--- src/sv/cna_pkg.sv ---
// ----------------------------------------------------------------------------
// cna_pkg
// Shared types for the complex arithmetic unit: operation codes and the
// control word that travels down the pipeline with each item.
// ----------------------------------------------------------------------------
package cna_pkg;

  // Operation codes as carried on the input channel.
  typedef enum logic [2:0] {
    OP_ADD    = 3'd0,
    OP_MUL    = 3'd1,
    OP_DIV    = 3'd2,
    OP_MOD_A  = 3'd3,
    OP_MOD_B  = 3'd4,
    OP_CONJ_A = 3'd5,
    OP_CONJ_B = 3'd6
  } cna_op_t;

  // Control word that follows the data through every stage.
  typedef struct packed {
    cna_op_t op;
    logic    neg_re;
    logic    neg_im;
    logic    dz;
  } cna_ctrl_t;

endpackage

--- src/sv/cna_iter_stage.sv ---
// ----------------------------------------------------------------------------
// cna_iter_stage
// One registered step of the shared digit pipeline: one restoring quotient
// bit for both divide lanes and, below bit W, a root bit for the square root.
// ----------------------------------------------------------------------------
module cna_iter_stage import cna_pkg::*; #(
  parameter int W  = 32,
  parameter int EW = 97,
  parameter int I  = 0
) (
  input  logic            clk,
  input  logic            rst_n,
  input  logic            valid_i,
  output logic            ready_o,
  input  cna_ctrl_t       ctrl_i,
  input  logic [2*W-1:0]  den_i,
  input  logic [EW-1:0]   rre_i,
  input  logic [EW-1:0]   rim_i,
  input  logic [W:0]      qre_i,
  input  logic [W:0]      qim_i,
  input  logic [2*W:0]    sd_i,
  input  logic [W-1:0]    sr_i,
  output logic            valid_o,
  input  logic            ready_i,
  output cna_ctrl_t       ctrl_o,
  output logic [2*W-1:0]  den_o,
  output logic [EW-1:0]   rre_o,
  output logic [EW-1:0]   rim_o,
  output logic [W:0]      qre_o,
  output logic [W:0]      qim_o,
  output logic [2*W:0]    sd_o,
  output logic [W-1:0]    sr_o
);

  logic            valid_r;
  cna_ctrl_t       ctrl_r;
  logic [2*W-1:0]  den_r;
  logic [EW-1:0]   rre_r, rre_nxt;
  logic [EW-1:0]   rim_r, rim_nxt;
  logic [W:0]      qre_r, qre_nxt;
  logic [W:0]      qim_r, qim_nxt;
  logic [2*W:0]    sd_r, sd_nxt;
  logic [W-1:0]    sr_r, sr_nxt;
  logic [EW-1:0]   den_sh;
  logic [W:0]      qbit;

  // Divisor aligned to this quotient bit; both lanes share it.
  assign den_sh = {{(EW-2*W){1'b0}}, den_i} << I;
  assign qbit   = (W+1)'(1) << I;

  // Restoring step on the real and imaginary remainders.
  always_comb begin
    rre_nxt = rre_i;
    qre_nxt = qre_i;
    rim_nxt = rim_i;
    qim_nxt = qim_i;
    if (rre_i >= den_sh) begin
      rre_nxt = rre_i - den_sh;
      qre_nxt = qre_i | qbit;
    end
    if (rim_i >= den_sh) begin
      rim_nxt = rim_i - den_sh;
      qim_nxt = qim_i | qbit;
    end
  end

  // Square root step: try setting this root bit against the remainder.
  if (I < W) begin : g_root
    logic [2*W:0] trial;
    assign trial = ({{(W+1){1'b0}}, sr_i} << (I+1)) + ((2*W+1)'(1) << (2*I));
    always_comb begin
      sd_nxt = sd_i;
      sr_nxt = sr_i;
      if (sd_i >= trial) begin
        sd_nxt = sd_i - trial;
        sr_nxt = sr_i | (W'(1) << I);
      end
    end
  end else begin : g_noroot
    assign sd_nxt = sd_i;
    assign sr_nxt = sr_i;
  end

  assign ready_o = !valid_r || ready_i;

  // Stage register; it loads whenever it is empty or its word moves on.
  always_ff @(posedge clk) begin
    if (!rst_n) begin
      valid_r <= 1'b0;
    end else if (ready_o) begin
      valid_r <= valid_i;
    end
  end

  always_ff @(posedge clk) begin
    if (ready_o) begin
      ctrl_r <= ctrl_i;
      den_r  <= den_i;
      rre_r  <= rre_nxt;
      rim_r  <= rim_nxt;
      qre_r  <= qre_nxt;
      qim_r  <= qim_nxt;
      sd_r   <= sd_nxt;
      sr_r   <= sr_nxt;
    end
  end

  assign valid_o = valid_r;
  assign ctrl_o  = ctrl_r;
  assign den_o   = den_r;
  assign rre_o   = rre_r;
  assign rim_o   = rim_r;
  assign qre_o   = qre_r;
  assign qim_o   = qim_r;
  assign sd_o    = sd_r;
  assign sr_o    = sr_r;

endmodule

--- config.mk ---
export PLATFORM = sky130hd
export DESIGN_NAME = cna_iter_stage
export DESIGN_NICKNAME = d
export VERILOG_FILES = /design/src/sv/cna_pkg.sv /design/src/sv/cna_iter_stage.sv
export SDC_FILE = /design/constraint.sdc
export NUM_CORES = 1
export LEC_CHECK = 0
export BUFFER_PORTS_ARGS = -buffer_cell sky130_fd_sc_hd__buf_4
export CELL_PAD_IN_SITES_DETAIL_PLACEMENT = 1
export CELL_PAD_IN_SITES_GLOBAL_PLACEMENT = 2
export CORE_AREA = 2 2 337 339
export DETAILED_ROUTE_END_ITERATION = 6
export DIE_AREA = 0 0 339 341
export PLACE_DENSITY_LB_ADDON = 0.1
export SYNTH_ARGS = -nofsm -noshare
export SYNTH_HDL_FRONTEND = slang
export SYNTH_SLANG_ARGS = --single-unit
--- constraint.sdc ---
create_clock -name clk -period 18.3 [get_ports clk]
set_input_delay 1.83 -clock clk [delete_from_list [all_inputs] [get_ports clk]]
set_output_delay 1.83 -clock clk [all_outputs]
set_load 0.05 [all_outputs]
==> results.json <==
{
  "status": "finished, final reports clean",
  "wl_per_cell_um": 25.61,
  "start_kind": "input port",
  "synth_nets": 3345,
  "route.detailed.drc": 0,
  "grt_use_total": 0.2182,
  "vias_per_cell": 4.868,
  "critPathBufInv": 2,
  "nFillCells": 12860,
  "min_path_cells": 1,
  "min_to": "den_o[37]$_DFFE_PP_",
  "crit_path_start": "den_i[63]",
  "final_common_cell": "buf_4",
  "cp.required_ns": 18.79,
  "top_level_ports": 860,
  "min_from": "valid_o$_SDFFE_PN0P_",
  "grt_first_pass_wirelength_um": 188000,
  "postCtsHoldBufs": 0,
  "die_x_um": 339,
  "placementRows": 123,
  "final_cell_area_mm2": 0.03712,
  "mostFrequentLayoutCells": "buf_4, edfxtp_1, nand2_1, a21oi_1, o21ai_0",
  "r2r_slack_ns": 14.87,
  "drive_gt1_frac": 0.2794,
  "cap_violations": 0,
  "critical_path_class": "input port to flip-flop",
  "crit_top_cell": "nand2_1",
  "detail_route.wirelength_um": 131300,
  "synth_cell_types": 84,
  "dpl.hpwl_um": 109900,
  "nets": 4170,
  "post-route-period-util": 0.3526,
  "via_count": 24950,
  "area_growth_pct": 36.64,
  "fin_crit_ns": 6.453,
  "setup_viol": 0,
  "total_power_mw": 3.700,
  "synth_edf_count": 427,
  "synth_ff_type": "edfxtp_1",
  "maxSlewHeadroom": 0.2654,
  "critPathTopFamily": "simple AND/OR/NAND/NOR gates",
  "clockBufferDepth": 3,
  "numCtsBuffers": 55,
  "syn-cell-area_mm2": 0.02717,
  "ir_drop_uv": 69.45,
  "synth.avg_cell_area_um2": 9.879,
  "place_congestion": 0.8908,
  "power_leakage_nw": 15.33,
  "slowest_delay_ns": 0.80,
  "cp.depth": 13,
  "arrival_ns": 6.94,
  "initial_utilization": 0.2428,
  "ys_warn_count": 0,
  "cts_root_buffer": "clkbuf_16",
  "io_buffers": 859,
  "final_antenna_net_count": 0,
  "ys_ff_latch": 428,
  "fmax_ghz": 0.1550,
  "h-tree-depth": 2,
  "grt_remaining_overflow": 0,
  "yosys.area.top_type_share": 0.4720,
  "grt_max_degree": 131,
  "drt_iter0_markers": 1323,
  "tightest_slew_ns": 1.088,
  "place_area_mm2": 0.03522,
  "synth_async_sr_flop_share": 0,
  "rsz0062_at_grt": "false",
  "dieArea_mm2": 0.1156,
  "post_cts_resized": 0,
  "cp_cell_sequence": "buf_4 -> inv_1 -> ha_1 -> nand2_1 -> nor2_1 -> and3_1 -> nor4bb_1 -> a31o_4 -> nand3b_4 -> nand2_1 -> a21oi_1 -> and4bb_2 -> xor2_1",
  "worstPathMaxFanout": 57,
  "slew_violations": 0,
  "worstReg2RegEnd": "sd_o[6]$_DFFE_PP_",
  "cts_tree": "done",
  "path_clk_slew_ns": 0.06,
  "syn_inst": 2750,
  "powerDensity_mw_per_mm2": 99.68,
  "endpoint_kind": "flip-flop",
  "slowest_stage": "nor4bb_1",
  "hold_viol": 0,
  "yosysSeqAreaShare": 0.4727,
  "core_area_mm2": 0.1119,
  "drt-pass1-iter-count": 5,
  "die_h_um": 341,
  "postCtsSetupRepairBufs": 0,
  "skew_ns": 0.02973,
  "yosys-top-cells-area": "edfxtp_1, ha_1, a21oi_1",
  "grt_pass1_vias": 26140,
  "clock_latency_ns": 0.65,
  "ff2ff_path_depth": 4,
  "worstReg2RegStart": "valid_o$_SDFFE_PN0P_",
  "setup_tns_ns": 0,
  "cts.sinks": 428,
  "synth_area_leader_cell": "edfxtp_1",
  "hp-class": "flip-flop to flip-flop",
  "antenna_found_initial": 15
}
cell usage after synthesis (16+ instances only):
cell	n
edfxtp_1	427
nand2_1	296
a21oi_1	264
o21ai_0	210
nor2_1	202
ha_1	161
inv_1	145
xnor2_1	135
xor2_1	108
clkbuf_1	76
a21o_1	70
nand4_1	69
nor3_1	67
nand3_1	48
nor4_1	37
o21bai_1	32
o21a_1	29
nand2b_1	26
buf_2	23
or3_1	21
a211oi_1	20
a31oi_1	18
mux2_2	16
nor2b_1	16
o31ai_1	16
or4_1	16
power breakdown:
| group | leakage [nW] | switching, mW | total (mW) | internal [mW] |
|---|---|---|---|---|
| clock network | 0.907 | 0.467 | 1.15 | 0.679 |
| logic | 10.0 | 0.889 | 1.28 | 0.389 |
| registers | 4.42 | 0.0439 | 1.28 | 1.23 |
| total | 15.3 | 1.40 | 3.70 | 2.30 |
sequential cells by signal (all words and copies together) (netlist names):
register / flops
rim_o: 97
rre_o: 97
sd_o: 65
den_o: 64
qim_o: 33
qre_o: 33
sr_o: 32
ctrl_o: 6
valid_o: 1
cell type report:
| type | count | area (µm²) | share of cell area |
|---|---|---|---|
| antenna | 7 | 17.52 | 0.0004719 |
| clock buffer | 61 | 1399 | 0.03768 |
| clock inverter | 39 | 485.5 | 0.01308 |
| inverter | 146 | 549.3 | 0.01480 |
| multi-input combinational | 2070 | 13380 | 0.3604 |
| sequential | 428 | 12840 | 0.3460 |
| tap | 1500 | 1877 | 0.05056 |
| timing repair buffer | 874 | 6574 | 0.1771 |
through the flow:
stage | util | hold slack [ns] | std cells | worst slack, ns
final | 0.3318 | 0.9596 | 5125 | 11.85
after floorplan | - | 1.929 | 2750 | 4.097
after detailed placement | 0.3148 | 0.9776 | 5018 | 10.89
after global routing | 0.3317 | 1.051 | 5121 | 11.59
after CTS | 0.3316 | 1.006 | 5118 | 11.60
after global placement | 0.3148 | 0.9563 | 5018 | 11.01
routing by layer:
layer	track usage	share of wire
met1	0.2719	0.43
met2	0.3850	0.50
met3	0.04997	0.057
met4	0.04241	0.016
met5	0	0.00069
kinds of logic (layout without fill, tap and decap cells):
kind of cell             count (synthesis)  after routing  share of synthesized area
flip-flops                             428            428                     0.4727
adder cells (fa/ha/maj)                164            164                    0.07636
other                                    0              7                          0
multiplexers                            17             17                   0.007000
XOR/XNOR                               243            243                    0.07834
AO/OA/AOI/OAI                          759            759                     0.1703
buffers and inverters                  252           1120                    0.03597
AND/OR/NAND/NOR                        887            887                     0.1594
worst max path at each step:
stage,endpoint,slack (ns)
final,rim_o[80]$_DFFE_PP_,11.85
after global routing,rim_o[80]$_DFFE_PP_,11.59
after CTS,rim_o[80]$_DFFE_PP_,11.60
after detailed placement,rim_o[80]$_DFFE_PP_,10.89
after global placement,rim_o[4]$_DFFE_PP_,11.01
after floorplan,ready_o,4.10
(Power assumes the default switching activity.)
